==> config.mk <==
export PLATFORM = sky130hd
export DESIGN_NAME = modbus_response_channel_router_top_flat
export DESIGN_NICKNAME = d
export VERILOG_FILES = /design/src/sv/mrcr_pkg.sv /design/src/sv/mrcr_ifs.sv /design/src/sv/modbus_response_channel_router_top.sv /design/src/sv/mrcr_front.sv /design/src/sv/mrcr_queue.sv /design/src/sv/mrcr_back.sv /design/src/flat_wrapper.sv
export SDC_FILE = /design/constraint.sdc
export NUM_CORES = 1
export LEC_CHECK = 0
export BUFFER_PORTS_ARGS = -buffer_cell sky130_fd_sc_hd__buf_4
export CORE_MARGIN = 1.5
export CORE_UTILIZATION = 25
export CTS_CLUSTER_DIAMETER = 30
export CTS_CLUSTER_SIZE = 24
export DETAILED_ROUTE_END_ITERATION = 16
export PLACE_DENSITY = 0.41
export REMOVE_ABC_BUFFERS = 1
export SETUP_SLACK_MARGIN = 0.4
export SYNTH_ARGS = -nofsm -noshare
export SYNTH_HDL_FRONTEND = slang
export SYNTH_HIERARCHICAL = 1
export SYNTH_SLANG_ARGS = --single-unit
export TNS_END_PERCENT = 5
==> constraint.sdc <==
create_clock -name clk -period 6.3 [get_ports clk]
set_input_delay 0.63 -clock clk [delete_from_list [all_inputs] [get_ports clk]]
set_output_delay 0.63 -clock clk [all_outputs]
set_load 0.03 [all_outputs]
==> src/sv/mrcr_pkg.sv <==
// Shared types, constants and helpers for the Modbus response channel router.
`timescale 1ns / 1ps
package mrcr_pkg;

  // Field and register widths
  localparam int CH_COUNT_W  = 9;
  localparam int OFFSET_W    = 16;
  localparam int CHAN_W      = 8;
  localparam int VALUE_W     = 17;
  localparam int POS_W       = 9;
  localparam int BYTE_W      = 8;
  localparam int COUNT_W     = 4;
  localparam int BIT_IDX_W   = 3;
  localparam int CFG_INDEX_W = 2;
  localparam int CFG_DATA_W  = 16;

  localparam int MAX_CHANNELS_DEF = 256;
  localparam int QUEUE_DEPTH_DEF  = 2;
  localparam int BITS_PER_BYTE    = 8;

  localparam logic [POS_W-1:0]      POS_MAX       = 9'd511;
  localparam logic [CH_COUNT_W-1:0] CH_COUNT_RST  = 9'd9;

  // Configuration register indexes
  localparam logic [CFG_INDEX_W-1:0] CFG_CHANNEL_COUNT    = 2'd0;
  localparam logic [CFG_INDEX_W-1:0] CFG_REGISTER_OFFSET  = 2'd1;
  localparam logic [CFG_INDEX_W-1:0] CFG_SIGNED_REGISTERS = 2'd2;

  // Modbus function codes
  localparam logic [BYTE_W-1:0] FC_READ_COILS    = 8'h01;
  localparam logic [BYTE_W-1:0] FC_READ_DISCRETE = 8'h02;
  localparam logic [BYTE_W-1:0] FC_READ_HOLDING  = 8'h03;
  localparam logic [BYTE_W-1:0] FC_READ_INPUT    = 8'h04;
  localparam logic [BYTE_W-1:0] FC_WRITE_COIL    = 8'h05;
  localparam logic [BYTE_W-1:0] FC_WRITE_REG     = 8'h06;
  localparam logic [BYTE_W-1:0] FC_EXCEPTION     = 8'h80;

  localparam logic [15:0] COIL_ON = 16'hFF00;

  // One classified request handed from front to back
  typedef struct packed {
    logic [CHAN_W-1:0]  base;
    logic [COUNT_W-1:0] count;      // 0: frame-close marker only
    logic               coil;
    logic [BYTE_W-1:0]  bits;
    logic [VALUE_W-1:0] value;
    logic               frame_end;
  } job_t;

  // 16-bit register word, optionally sign extended to 17 bits
  function automatic logic [VALUE_W-1:0] reg_value(input logic [15:0] raw,
                                                   input logic        sign_en);
    reg_value = {sign_en & raw[15], raw};
  endfunction

endpackage

==> src/sv/mrcr_ifs.sv <==
// Channel interfaces: frame bytes in, channel updates out, configuration writes.
`timescale 1ns / 1ps
interface mrcr_byte_if import mrcr_pkg::*; ();
  logic              valid;
  logic              ready;
  logic [BYTE_W-1:0] data_byte;
  logic              frame_end;
  modport source (output valid, data_byte, frame_end, input ready);
  modport sink   (input valid, data_byte, frame_end, output ready);
endinterface

interface mrcr_update_if import mrcr_pkg::*; ();
  logic                      valid;
  logic                      ready;
  logic [CHAN_W-1:0]         channel;
  logic signed [VALUE_W-1:0] value;
  logic                      store_valid;
  logic                      frame_done;
  logic                      last;
  modport source (output valid, channel, value, store_valid, frame_done, last,
                  input ready);
  modport sink   (input valid, channel, value, store_valid, frame_done, last,
                  output ready);
endinterface

interface mrcr_cfg_if import mrcr_pkg::*; ();
  logic                   valid;
  logic                   ready;
  logic [CFG_INDEX_W-1:0] index;
  logic [CFG_DATA_W-1:0]  data;
  modport source (output valid, index, data, input ready);
  modport sink   (input valid, index, data, output ready);
endinterface

==> src/sv/modbus_response_channel_router_top.sv <==
// Top level of the Modbus response channel router.
// A byte's first update passes the queue entry, current request and output register.
// Throughput: one byte per cycle while each makes at most one update and the update
// sink is ready; a coil byte makes up to eight updates and holds the emitter until
// all are out. Its single output register (one update per cycle) sets the rate.
// Reset: channel_count 9, offset 0, unsigned registers, frame state and queue cleared.
`timescale 1ns / 1ps
module modbus_response_channel_router_top import mrcr_pkg::*; #(
  parameter int MAX_CHANNELS = MAX_CHANNELS_DEF,
  parameter int QUEUE_DEPTH  = QUEUE_DEPTH_DEF
) (
  input  logic          clk,
  input  logic          rst,
  mrcr_byte_if.sink     frame,
  mrcr_cfg_if.sink      cfg,
  mrcr_update_if.source update
);

  logic push;
  job_t push_job;
  logic q_ready;
  logic pop;
  logic head_valid;
  job_t head;

  mrcr_front #(.MAX_CHANNELS(MAX_CHANNELS)) u_front (
    .clk      (clk),
    .rst      (rst),
    .frame    (frame),
    .cfg      (cfg),
    .q_ready  (q_ready),
    .push     (push),
    .push_job (push_job)
  );

  mrcr_queue #(.DEPTH(QUEUE_DEPTH)) u_queue (
    .clk        (clk),
    .rst        (rst),
    .push       (push),
    .push_job   (push_job),
    .ready      (q_ready),
    .pop        (pop),
    .head_valid (head_valid),
    .head       (head)
  );

  mrcr_back u_back (
    .clk        (clk),
    .rst        (rst),
    .head_valid (head_valid),
    .head       (head),
    .pop        (pop),
    .update     (update)
  );

endmodule

==> src/sv/mrcr_front.sv <==
// Front end: config registers, frame parser and request classifier.
`timescale 1ns / 1ps
module mrcr_front import mrcr_pkg::*; #(
  parameter int MAX_CHANNELS = MAX_CHANNELS_DEF
) (
  input  logic          clk,
  input  logic          rst,
  mrcr_byte_if.sink     frame,
  mrcr_cfg_if.sink      cfg,
  input  logic          q_ready,
  output logic          push,
  output job_t          push_job
);

  localparam logic [CH_COUNT_W-1:0] MAX_CH = CH_COUNT_W'(MAX_CHANNELS);

  // Configuration
  logic [CH_COUNT_W-1:0] channel_count;
  logic [OFFSET_W-1:0]   register_offset;
  logic                  signed_registers;

  // Frame state
  logic [POS_W-1:0]      byte_position, byte_position_next;
  logic [BYTE_W-1:0]     function_code, function_code_next;
  logic [BYTE_W-1:0]     declared_count, declared_count_next;
  logic [BYTE_W-1:0]     held_high_byte, held_high_byte_next;
  logic [CH_COUNT_W-1:0] next_coil_channel, next_coil_channel_next;
  logic [15:0]           echo_address, echo_address_next;

  logic                  accept;
  logic [CH_COUNT_W-1:0] lim;
  job_t                  job;

  assign cfg.ready   = 1'b1;
  assign frame.ready = q_ready;
  assign accept      = frame.valid && frame.ready;
  assign lim         = (channel_count < MAX_CH) ? channel_count : MAX_CH;

  // Classify the incoming byte and compute the next frame state
  always_comb begin
    logic [15:0]           raw;
    logic [POS_W-1:0]      rel;
    logic [CH_COUNT_W-1:0] room;
    logic [OFFSET_W:0]     diff;
    raw  = {held_high_byte, frame.data_byte};
    rel  = '0;
    room = '0;
    diff = '0;

    job           = '0;
    job.bits      = frame.data_byte;
    job.frame_end = frame.frame_end;

    function_code_next     = function_code;
    declared_count_next    = declared_count;
    next_coil_channel_next = next_coil_channel;
    echo_address_next      = echo_address;

    if (byte_position == POS_W'(1)) begin
      function_code_next = frame.data_byte;
    end else if (byte_position == POS_W'(2)) begin
      declared_count_next = frame.data_byte;
    end else if (byte_position >= POS_W'(3) && function_code < FC_EXCEPTION) begin
      unique case (function_code) inside
        FC_READ_COILS, FC_READ_DISCRETE: begin
          rel = byte_position - POS_W'(3);
          if (rel < {1'b0, declared_count} && next_coil_channel < lim) begin
            room      = lim - next_coil_channel;
            job.count = (room > CH_COUNT_W'(BITS_PER_BYTE)) ?
                        COUNT_W'(BITS_PER_BYTE) : room[COUNT_W-1:0];
            job.coil  = 1'b1;
            job.base  = next_coil_channel[CHAN_W-1:0];
            next_coil_channel_next = next_coil_channel + CH_COUNT_W'(job.count);
          end
        end
        FC_READ_HOLDING, FC_READ_INPUT: begin
          rel = byte_position - POS_W'(4);
          if (byte_position >= POS_W'(4) && !byte_position[0]) begin
            if (rel[POS_W-1:1] < (declared_count >> 1) &&
                {1'b0, rel[POS_W-1:1]} < lim) begin
              job.count = COUNT_W'(1);
              job.base  = rel[POS_W-1:1];
              job.value = reg_value(raw, signed_registers);
            end
          end
        end
        FC_WRITE_COIL, FC_WRITE_REG: begin
          diff = {1'b0, echo_address} - {1'b0, register_offset};
          if (byte_position == POS_W'(3)) begin
            echo_address_next = {declared_count, frame.data_byte};
          end else if (byte_position == POS_W'(5)) begin
            if (!diff[OFFSET_W] && diff[OFFSET_W-1:0] < OFFSET_W'(lim)) begin
              job.count = COUNT_W'(1);
              job.base  = diff[CHAN_W-1:0];
              job.value = (function_code == FC_WRITE_COIL) ?
                          VALUE_W'(raw == COIL_ON) : reg_value(raw, signed_registers);
            end
          end
        end
        default: ;
      endcase
    end

    held_high_byte_next = frame.data_byte;
    byte_position_next  = (byte_position == POS_MAX) ? POS_MAX :
                          byte_position + POS_W'(1);

    // Frame close clears all frame state
    if (frame.frame_end) begin
      byte_position_next     = '0;
      function_code_next     = '0;
      declared_count_next    = '0;
      held_high_byte_next    = '0;
      next_coil_channel_next = '0;
      echo_address_next      = '0;
    end
  end

  assign push     = accept && (job.count != '0 || frame.frame_end);
  assign push_job = job;

  // State and configuration registers
  always_ff @(posedge clk) begin
    if (rst) begin
      channel_count     <= CH_COUNT_RST;
      register_offset   <= '0;
      signed_registers  <= 1'b0;
      byte_position     <= '0;
      function_code     <= '0;
      declared_count    <= '0;
      held_high_byte    <= '0;
      next_coil_channel <= '0;
      echo_address      <= '0;
    end else begin
      if (cfg.valid) begin
        unique case (cfg.index)
          CFG_CHANNEL_COUNT:    channel_count    <= cfg.data[CH_COUNT_W-1:0];
          CFG_REGISTER_OFFSET:  register_offset  <= cfg.data[OFFSET_W-1:0];
          CFG_SIGNED_REGISTERS: signed_registers <= cfg.data[0];
          default: ;
        endcase
      end
      if (accept) begin
        byte_position     <= byte_position_next;
        function_code     <= function_code_next;
        declared_count    <= declared_count_next;
        held_high_byte    <= held_high_byte_next;
        next_coil_channel <= next_coil_channel_next;
        echo_address      <= echo_address_next;
      end
    end
  end

  // Coil cursor never passes the channel ceiling
  assert property (@(posedge clk) disable iff (rst) next_coil_channel <= MAX_CH)
    else $error("coil cursor beyond channel ceiling");
  // Start of frame means all frame state is clear
  assert property (@(posedge clk) disable iff (rst)
    byte_position == '0 |-> function_code == '0 && declared_count == '0 &&
                            next_coil_channel == '0)
    else $error("frame state not clear at frame start");
  // A request is only produced from an accepted byte
  assert property (@(posedge clk) disable iff (rst) push |-> q_ready)
    else $error("request pushed into full queue");

endmodule

==> src/sv/mrcr_queue.sv <==
// Short request queue between the front end and the update emitter.
`timescale 1ns / 1ps
module mrcr_queue import mrcr_pkg::*; #(
  parameter int DEPTH = QUEUE_DEPTH_DEF
) (
  input  logic clk,
  input  logic rst,
  input  logic push,
  input  job_t push_job,
  output logic ready,
  input  logic pop,
  output logic head_valid,
  output job_t head
);

  localparam int PTR_W = (DEPTH > 1) ? $clog2(DEPTH) : 1;
  localparam int CNT_W = $clog2(DEPTH + 1);

  job_t             entries [DEPTH];
  logic [PTR_W-1:0] wr_ptr;
  logic [PTR_W-1:0] rd_ptr;
  logic [CNT_W-1:0] fill;

  assign ready      = fill != CNT_W'(DEPTH);
  assign head_valid = fill != '0;
  assign head       = entries[rd_ptr];

  // Pointers and fill level
  always_ff @(posedge clk) begin
    if (rst) begin
      wr_ptr <= '0;
      rd_ptr <= '0;
      fill   <= '0;
    end else begin
      if (push) begin
        wr_ptr <= (wr_ptr == PTR_W'(DEPTH - 1)) ? '0 : wr_ptr + PTR_W'(1);
      end
      if (pop) begin
        rd_ptr <= (rd_ptr == PTR_W'(DEPTH - 1)) ? '0 : rd_ptr + PTR_W'(1);
      end
      if (push && !pop) begin
        fill <= fill + CNT_W'(1);
      end else if (pop && !push) begin
        fill <= fill - CNT_W'(1);
      end
    end
  end

  // Entry storage
  always_ff @(posedge clk) begin
    if (push) begin
      entries[wr_ptr] <= push_job;
    end
  end

  assert property (@(posedge clk) disable iff (rst) fill <= CNT_W'(DEPTH))
    else $error("queue fill beyond depth");
  assert property (@(posedge clk) disable iff (rst) pop |-> head_valid)
    else $error("pop from empty queue");
  assert property (@(posedge clk) disable iff (rst) push |-> ready)
    else $error("push into full queue");

endmodule

==> src/sv/mrcr_back.sv <==
// Back end: expands each request into channel updates, one per cycle while the sink is ready.
`timescale 1ns / 1ps
module mrcr_back import mrcr_pkg::*; (
  input  logic          clk,
  input  logic          rst,
  input  logic          head_valid,
  input  job_t          head,
  output logic          pop,
  mrcr_update_if.source update
);

  job_t                 cur;
  logic                 cur_valid;
  logic [BIT_IDX_W-1:0] k;
  logic                 can_emit;
  logic                 last_res;

  assign can_emit = cur_valid && (!update.valid || update.ready);
  assign last_res = (cur.count == '0) ||
                    (COUNT_W'(k) + COUNT_W'(1) == cur.count);
  assign pop      = head_valid && (!cur_valid || (can_emit && last_res));

  // Current request, bit index and output register
  always_ff @(posedge clk) begin
    if (rst) begin
      cur_valid    <= 1'b0;
      k            <= '0;
      update.valid <= 1'b0;
    end else begin
      if (pop) begin
        cur       <= head;
        cur_valid <= 1'b1;
        k         <= '0;
      end else if (can_emit && last_res) begin
        cur_valid <= 1'b0;
      end else if (can_emit) begin
        k <= k + BIT_IDX_W'(1);
      end

      if (can_emit) begin
        update.valid       <= 1'b1;
        update.channel     <= cur.base + CHAN_W'(k);
        update.value       <= $signed(cur.coil ? VALUE_W'(cur.bits[k]) : cur.value);
        update.store_valid <= cur.count != '0;
        update.frame_done  <= cur.frame_end && last_res;
        update.last        <= last_res;
      end else if (update.ready) begin
        update.valid <= 1'b0;
      end
    end
  end

  // Bit index stays inside the request's update count
  assert property (@(posedge clk) disable iff (rst)
    cur_valid && cur.count != '0 |-> COUNT_W'(k) < cur.count)
    else $error("bit index past update count");
  // A marker is always the closing result of its frame
  assert property (@(posedge clk) disable iff (rst)
    update.valid && !update.store_valid |-> update.frame_done && update.last)
    else $error("marker without frame close");
  // An emitted result shows up in the output register
  assert property (@(posedge clk) disable iff (rst) can_emit |=> update.valid)
    else $error("emitted result lost");

endmodule
==> src/flat_wrapper.sv <==
// flat-port wrapper written by rule: the top's interface ports become plain ports
module modbus_response_channel_router_top_flat import mrcr_pkg::*;
#(
  parameter int MAX_CHANNELS = MAX_CHANNELS_DEF,
  parameter int QUEUE_DEPTH  = QUEUE_DEPTH_DEF
)
  (clk, rst, frame_valid, frame_data_byte, frame_frame_end, frame_ready, cfg_valid, cfg_index, cfg_data, cfg_ready, update_valid, update_channel, update_value, update_store_valid, update_frame_done, update_last, update_ready);
  mrcr_byte_if frame_i ();
  mrcr_cfg_if cfg_i ();
  mrcr_update_if update_i ();
  input  logic clk;
  input  logic rst;
  input wire logic [$bits(frame_i.valid)-1:0] frame_valid;
  input wire logic [$bits(frame_i.data_byte)-1:0] frame_data_byte;
  input wire logic [$bits(frame_i.frame_end)-1:0] frame_frame_end;
  output wire logic [$bits(frame_i.ready)-1:0] frame_ready;
  input wire logic [$bits(cfg_i.valid)-1:0] cfg_valid;
  input wire logic [$bits(cfg_i.index)-1:0] cfg_index;
  input wire logic [$bits(cfg_i.data)-1:0] cfg_data;
  output wire logic [$bits(cfg_i.ready)-1:0] cfg_ready;
  output wire logic [$bits(update_i.valid)-1:0] update_valid;
  output wire logic [$bits(update_i.channel)-1:0] update_channel;
  output wire logic [$bits(update_i.value)-1:0] update_value;
  output wire logic [$bits(update_i.store_valid)-1:0] update_store_valid;
  output wire logic [$bits(update_i.frame_done)-1:0] update_frame_done;
  output wire logic [$bits(update_i.last)-1:0] update_last;
  input wire logic [$bits(update_i.ready)-1:0] update_ready;
  assign frame_i.valid = frame_valid;
  assign frame_i.data_byte = frame_data_byte;
  assign frame_i.frame_end = frame_frame_end;
  assign frame_ready = frame_i.ready;
  assign cfg_i.valid = cfg_valid;
  assign cfg_i.index = cfg_index;
  assign cfg_i.data = cfg_data;
  assign cfg_ready = cfg_i.ready;
  assign update_valid = update_i.valid;
  assign update_channel = update_i.channel;
  assign update_value = update_i.value;
  assign update_store_valid = update_i.store_valid;
  assign update_frame_done = update_i.frame_done;
  assign update_last = update_i.last;
  assign update_i.ready = update_ready;
  modbus_response_channel_router_top #(.MAX_CHANNELS(MAX_CHANNELS), .QUEUE_DEPTH(QUEUE_DEPTH)) u_core (.clk(clk), .rst(rst), .frame(frame_i), .cfg(cfg_i), .update(update_i));
endmodule
==> impl_metrics.toml, run 1 <==
[logic_synthesis]
synth_edf_count = 145
yosysTopAreaCell = "edfxtp_1"
synth_warnings = 6
async_flop_share = 0
synth.area.top_cells = "edfxtp_1 36%, dfxtp_1 15%, ha_1 7.1%"
ys_types = 90
synth.top_cell.area_share = 0.356
syn_avg_cell_area_um2 = 10.7
ys_ff_latch = 239
ys_seq_area_frac = 0.510
synth_common_cells = "145 x edfxtp_1, 99 x nor2_1, 94 x dfxtp_1"
synth_flop_cell = "edfxtp_1"
synthesis.area_um2 = 12200
synth_most_common_cell = "edfxtp_1"
postSynthCellCount = 1143

[drt]
drt-total-wl_um = 32700
drt-pass1-iter-count = 6
drc_errors = 0
viasPerCell = 4.66
drt_iter0_markers = 456
wl_per_cell_um = 17.4
vias = 8796
ant_nets = 0

[clocking]
cts_root_buffer = "clkbuf_16"
cts_setup_buffers = 0
cts-hold-fix-buffers = 0
cts_tree = "yes"
insertion_delay_ns = 0.60
h-tree-depth = 2
clkTransAtPathRegs_ns = 0.05
cts_made_buffers = 58
cts_sinks = 239
post_cts_resized = 0
clock_path_buffers = 3

[sta]
tns_ns = 0
setup_viol = 0
slew_headroom = 0.277
finClkSkew_ns = 0.0270
layout_min_cycle_time_ns = 5.33
fmax_ghz = 0.188
rsz0062_at_grt = "no"
worst_pin_slew_ns = 1.09
period_share = 0.846
report.final.slew_viol_count = 0
hold_viol_final = 0

[placed_design]
numPortBuffers = 61
place_congestion = 0.814
dp_hpwl_um = 23000

[critical_path]
cp.arrival_ns = 5.62
cp_slowest_cell = "and2_2"
r2r_cells = 20
crit_required_ns = 6.59
cp_max_fo = 23
start_kind = "register"
cp_top_family = "simple AND/OR/NAND/NOR gates"
crit-reg2reg-launch = "u_core/u_front/echo_address[0]"
crit_chain = "inv_1, ha_1, inv_1, fa_1, a211oi_1, o21ai_1, a21oi_1, xnor2_1, ha_1, nor4bb_1, nand2_1, nor3_1, and4b_1, or4b_1, and4bb_1, buf_4, o21bai_1, a21oi_1, and2_2, buf_12"
path_class = "reg -> reg"
critPathCaptureType = "register"
rr_endpoint = "u_core/u_queue/entries[1][29]"
r2r_slack_ns = 0.97
path_buf_inv = 4
max_stage_delay_ns = 0.53

[global_routing]
met1_usage = 0.173
grt_busiest_layer = "met2"
grt_usage = 0.132
grt_max_degree = 50
grt_pass1_wl_um = 50900
grtUsageMet3 = 0.0315
grt.overflow.total = 0
grt_pass1_vias = 8752
grtUsageMet2 = 0.216
antenna_found_initial = 2

[layout]
drive_gt1_frac = 0.160
multiInputGateArea_um2 = 5470
num-fill-cells = 4965
areaGrowthSynthToFinish_pct = 27.4
seq_area_um2 = 6240
fin_nets = 1326

[floorplan]
die_area_um2 = 50300
die_h_um = 224
die_w_um = 224
coreArea_um2 = 48000
start_util = 0.255
ios = 63
std_cell_rows = 80

[worst_hold_path]
hold_class = "in -> reg"
min-delay-start = "cfg_data[0]"
whs_path_depth = 2
worst_hold_path.endpoint = "u_core/u_front/channel_count[0]"

[run]
maxCapViolations = 0

[run_status]
status = "completed"

[power_and_ir_drop]
total_power_w = 0.00613
ir_drop_v = 0.000237
power.leakage_nw = 5.82
p_per_area_nw_per_um2 = 394
==> stage by stage <==
| stage | cells | area [um^2] | utilization | worst slack, ns | hold slack [ns] |
|---|---|---|---|---|---|
| 2_1_floorplan | 1087 | 12000 | - | 0.305 | 0.430 |
| 3_3_place_gp | 1776 | 13300 | 0.277 | 1.06 | 0.447 |
| 3_5_place_dp | 1776 | 13300 | 0.277 | 0.962 | 0.449 |
| 4_1_cts | 1886 | 15600 | 0.324 | 0.950 | 0.233 |
| 5_1_grt | 1886 | 15600 | 0.324 | 0.519 | 0.250 |
| 6_report | 1887 | 15600 | 0.324 | 0.969 | 0.258 |
==> sequential cells by signal, indices dropped and copies added (netlist names), 3 cells and up, named ones only <==
register / cells
u_core/u_back/cur: 39
u_core/u_back/update.value: 17
u_core/u_front/declared_count: 8
u_core/u_front/register_offset: 16
u_core/u_back/k: 3
u_core/u_front/function_code: 8
u_core/u_front/held_high_byte: 8
u_core/u_front/channel_count: 9
u_core/u_front/echo_address: 16
u_core/u_queue/entries: 78
u_core/u_front/next_coil_channel: 9
u_core/u_front/byte_position: 9
u_core/u_back/update.channel: 8
==> report_power, final <==
part / internal, W / switching, W / total [W]
logic: 0.000289 / 0.000430 / 0.000720
clock network: 0.00246 / 0.000958 / 0.00342
registers: 0.00187 / 0.000117 / 0.00199
==> layer usage <==
| layer | up-vias | routed length [um] | share of wire |
|---|---|---|---|
| met5 | - | 0 | 0 |
| met1 | 4247 | 15500 | 0.47 |
| met4 | 0 | 679 | 0.021 |
| met3 | 54 | 1400 | 0.043 |
| li1 | 4345 | - | - |
| met2 | 150 | 15200 | 0.46 |
==> worst max-delay path by stage <==
stage                                         from                            end  cells past startpoint
floorplan           u_core/u_front/echo_address[0]   u_core/u_queue/entries[0][0]                     18
global placement    u_core/u_front/echo_address[0]  u_core/u_queue/entries[1][31]                     20
detailed placement  u_core/u_front/echo_address[0]  u_core/u_queue/entries[1][32]                     20
CTS                 u_core/u_front/echo_address[0]  u_core/u_queue/entries[1][29]                     20
global route        u_core/u_front/echo_address[0]  u_core/u_queue/entries[1][29]                     20
finish              u_core/u_front/echo_address[0]  u_core/u_queue/entries[1][29]                     20
==> worst register-to-register path: stages, from the launching register on <==
cell and delay, ns:
dfxtp_1 0.31, inv_1 0.06, ha_1 0.16, inv_1 0.06
fa_1 0.42, a211oi_1 0.34, o21ai_1 0.14, a21oi_1 0.29
xnor2_1 0.11, ha_1 0.20, nor4bb_1 0.35, nand2_1 0.09
nor3_1 0.17, and4b_1 0.20, or4b_1 0.42, and4bb_1 0.26
buf_4 0.17, o21bai_1 0.13, a21oi_1 0.34, and2_2 0.53
buf_12 0.26
==> cell type report <==
cell class	instances	area share
clock buffers	66	0.0978
repair buffers	74	0.0365
diodes	1	0.000161
multi-input cells	777	0.351
clock inverters	44	0.0473
well taps	615	0.0494
flip-flops and latches	239	0.400
inverters	71	0.0172
==> logic make-up after synthesis <==
group	after synthesis	share of synthesized area
and+or+nand+nor	361	0.154
AOI/OAI and AO/OA	247	0.134
DFF	239	0.510
buffers and inverters	127	0.0446
adders and majority gates	73	0.0771
muxes	51	0.0479
xor gates and xnor gates	44	0.0315
other	1	0.000307
==> layout by cell type (no fill, tap or decap), drive strengths merged, types with 7 or more instances in the layout <==
master / count
mux2i: 9
or3: 7
bufinv: 18
nand3: 24
o31ai: 7
edfxtp: 145
xnor2: 26
o21a: 9
clkinv: 20
inv: 72
nor2b: 24
buf: 74
a21o: 15
dfxtp: 94
o211ai: 9
nor3: 14
nor4: 9
ha: 69
and3: 18
o21ai: 26
xor2: 18
clkbuf: 66
and2: 26
mux2: 40
o21bai: 7
nor2: 100
nand4: 7
a22oi: 40
a21oi: 89
nand2: 85
nand2b: 10
No activity file was read; power rests on OpenSTA's default activity.
==> run 2, diff against run 1 <==
--- a/config.mk
+++ b/config.mk
@@ -11,7 +11,7 @@
 export CTS_CLUSTER_DIAMETER = 30
 export CTS_CLUSTER_SIZE = 24
 export DETAILED_ROUTE_END_ITERATION = 16
-export PLACE_DENSITY = 0.41
+export PLACE_DENSITY = 0.39
 export REMOVE_ABC_BUFFERS = 1
 export SETUP_SLACK_MARGIN = 0.4
 export SYNTH_ARGS = -nofsm -noshare
==> constraint.sdc (replaced) <==
create_clock -name clk -period 5.2 [get_ports clk]
set_input_delay 0.52 -clock clk [delete_from_list [all_inputs] [get_ports clk]]
set_output_delay 0.52 -clock clk [all_outputs]
set_load 0.03 [all_outputs]
==> run 2 against run 1 <==
  * Maximum frequency is 18% higher
  * Wire length grew 5.2%
  * Setup slack worse by 0.29 ns
  * Final cell count rose by 1.5%
  * Largest power group unchanged
  * Sequential share of layout area down 0.97 points
==> impl_metrics.toml, run 2 (synthesized netlist as in run 1, its figures left out) <==
[critical_path]
cp_slowest_cell = "fa_1"
max_stage_delay_ns = 0.42
cp_max_fo = 4
cp_top_family = "simple AND/OR/NAND/NOR gates"
crit_required_ns = 5.70
path_class = "reg -> reg"
path_buf_inv = 2
start_kind = "register"
cp.arrival_ns = 5.02
worst_path_most_repeated_cell = "ha_1"
crit_chain = "inv_1, ha_1, inv_1, fa_1, a211oi_2, o21ai_2, a21oi_2, xnor2_1, ha_1, nor4bb_2, nand2_1, nor3_1, and4b_1, or4b_1, and4bb_1, o21bai_1, a21oi_2, ha_1, or3_1, a21oi_1"
critPathCaptureType = "register"

[run_status]
status = "completed"

[layout]
top_register = "u_core/u_queue/entries"
top_regs = "u_core/u_queue/entries (78), u_core/u_back/cur (39), u_core/u_back/update.value (17)"
finalInstanceArea_um2 = 16000
fin_nets = 1347
final_util = 0.332
areaGrowthSynthToFinish_pct = 30.5
layout_commonest_cell = "edfxtp_1"
n_antenna_cell = 0
final_cell_mix = "145 x edfxtp_1, 98 x nor2_1, 93 x dfxtp_1"
largest_register_ffs = 78
drive_gt1_frac = 0.175

[sta]
fmax_ghz = 0.221
rsz0062_at_grt = "yes"
report.final.slew_viol_count = 0
slew_headroom = 0.282
finClkSkew_ns = 0.0246
setup_viol = 0
period_share = 0.870
hold_viol_final = 0
hold_slack_ns = 0.177
layout_min_cycle_time_ns = 4.53
worst_pin_slew_ns = 1.08

[floorplan]
coreArea_um2 = 48000
die_h_um = 224
die_area_um2 = 50300
std_cell_rows = 80
ios = 63
die_w_um = 224
start_util = 0.255

[worst_hold_path]
hold_class = "in -> reg"

[clocking]
cts_root_buffer = "clkbuf_16"
insertion_delay_ns = 0.58
h-tree-depth = 3
cts-hold-fix-buffers = 0
clkTransAtPathRegs_ns = 0.04
clock_path_buffers = 3
cts_tree = "yes"
cts_made_buffers = 73
cts_sinks = 239

[global_routing]
grt_pass1_vias = 9036
grt_usage = 0.140
antenna_found_initial = 2
grt.overflow.total = 0
grt_pass1_wl_um = 53200
grt_max_degree = 73

[drt]
vias = 8997
drt-pass1-iter-count = 5
viasPerCell = 4.70
wl_per_cell_um = 18.0
ant_nets = 0
drc_errors = 0
drt-total-wl_um = 34400
drt_iter0_markers = 497

[power_and_ir_drop]
p_per_area_nw_per_um2 = 492
power.leakage_nw = 6.03
ir_drop_v = 0.000282
total_power_w = 0.00785

[placed_design]
place_area_um2 = 13400
place_congestion = 0.792
numPortBuffers = 61
dp_hpwl_um = 23600

[run]
maxCapViolations = 0
-- run 2: cell count changes in the layout (fill, tap and decap cells not counted), sizes merged --
cell / previous run / this run
buf: 74 / 80
bufinv: 18 / 11
clkbuf: 66 / 101
clkinvlp: 5 / 0
diode: 1 / 0
-- run 2: report_power, final --
part | internal (W) | total (W) | switching [W]
clock | 0.00331 | 0.00455 | 0.00124
combinational | 0.000358 | 0.000891 | 0.000533
sequential | 0.00227 | 0.00241 | 0.000139
-- run 2: path summary, 6_finish.rpt --
kind,startpoint,to,slack (ns),cells past startpoint
min reg2reg,u_core/u_front/register_offset[7],u_core/u_front/register_offset[7],0.45,2
max reg2reg,u_core/u_front/echo_address[0],u_core/u_queue/fill[1],0.67,20
min,cfg_data[3],u_core/u_front/channel_count[3],0.18,2
max,u_core/u_front/echo_address[0],u_core/u_queue/fill[1],0.67,20
-- run 2: area by class of cell --
| class | instances | area [um^2] |
|---|---|---|
| clock buffer | 101 | 2080 |
| clock inverter | 32 | 483 |
| fill | 4914 | 32100 |
| inverter | 71 | 268 |
| multi-input combinational | 777 | 5500 |
| sequential | 239 | 6240 |
| tap | 615 | 769 |
| timing repair buffer | 80 | 626 |
-- run 2: worst register-to-register path, delay by kind of cell, from the launching register on --
family	cells	cell delay (ns)
simple gates	7	1.81
buf+inv	2	0.10
fa+ha+maj	4	1.06
flops	1	0.31
xor+xnor	1	0.09
compound gates	6	1.08
-- run 2: per-layer routing --
metal | global-route usage | wire length [um] | vias up
met5 | 0 | 10 | -
met4 | 0.0559 | 1100 | 2
met3 | 0.0395 | 1650 | 78
met2 | 0.222 | 15700 | 192
met1 | 0.180 | 16000 | 4356
li1 | - | - | 4369
-- run 2: timing repair --
action / in CTS / in global routing
gates resized for setup: 2 / 4
endpoints found under the setup margin: 79 / 82
pin swaps: 0 / 3
buffers inserted: 0 / 2
-- run 2: stage by stage --
step	cells	setup slack, ns	TNS, ns
2_1_floorplan	1087	-0.795	-30.99
3_3_place_gp	1780	0.334	0
3_5_place_dp	1780	0.279	0
4_1_cts	1913	0.445	0
5_1_grt	1915	0.384	0
6_report	1915	0.675	0
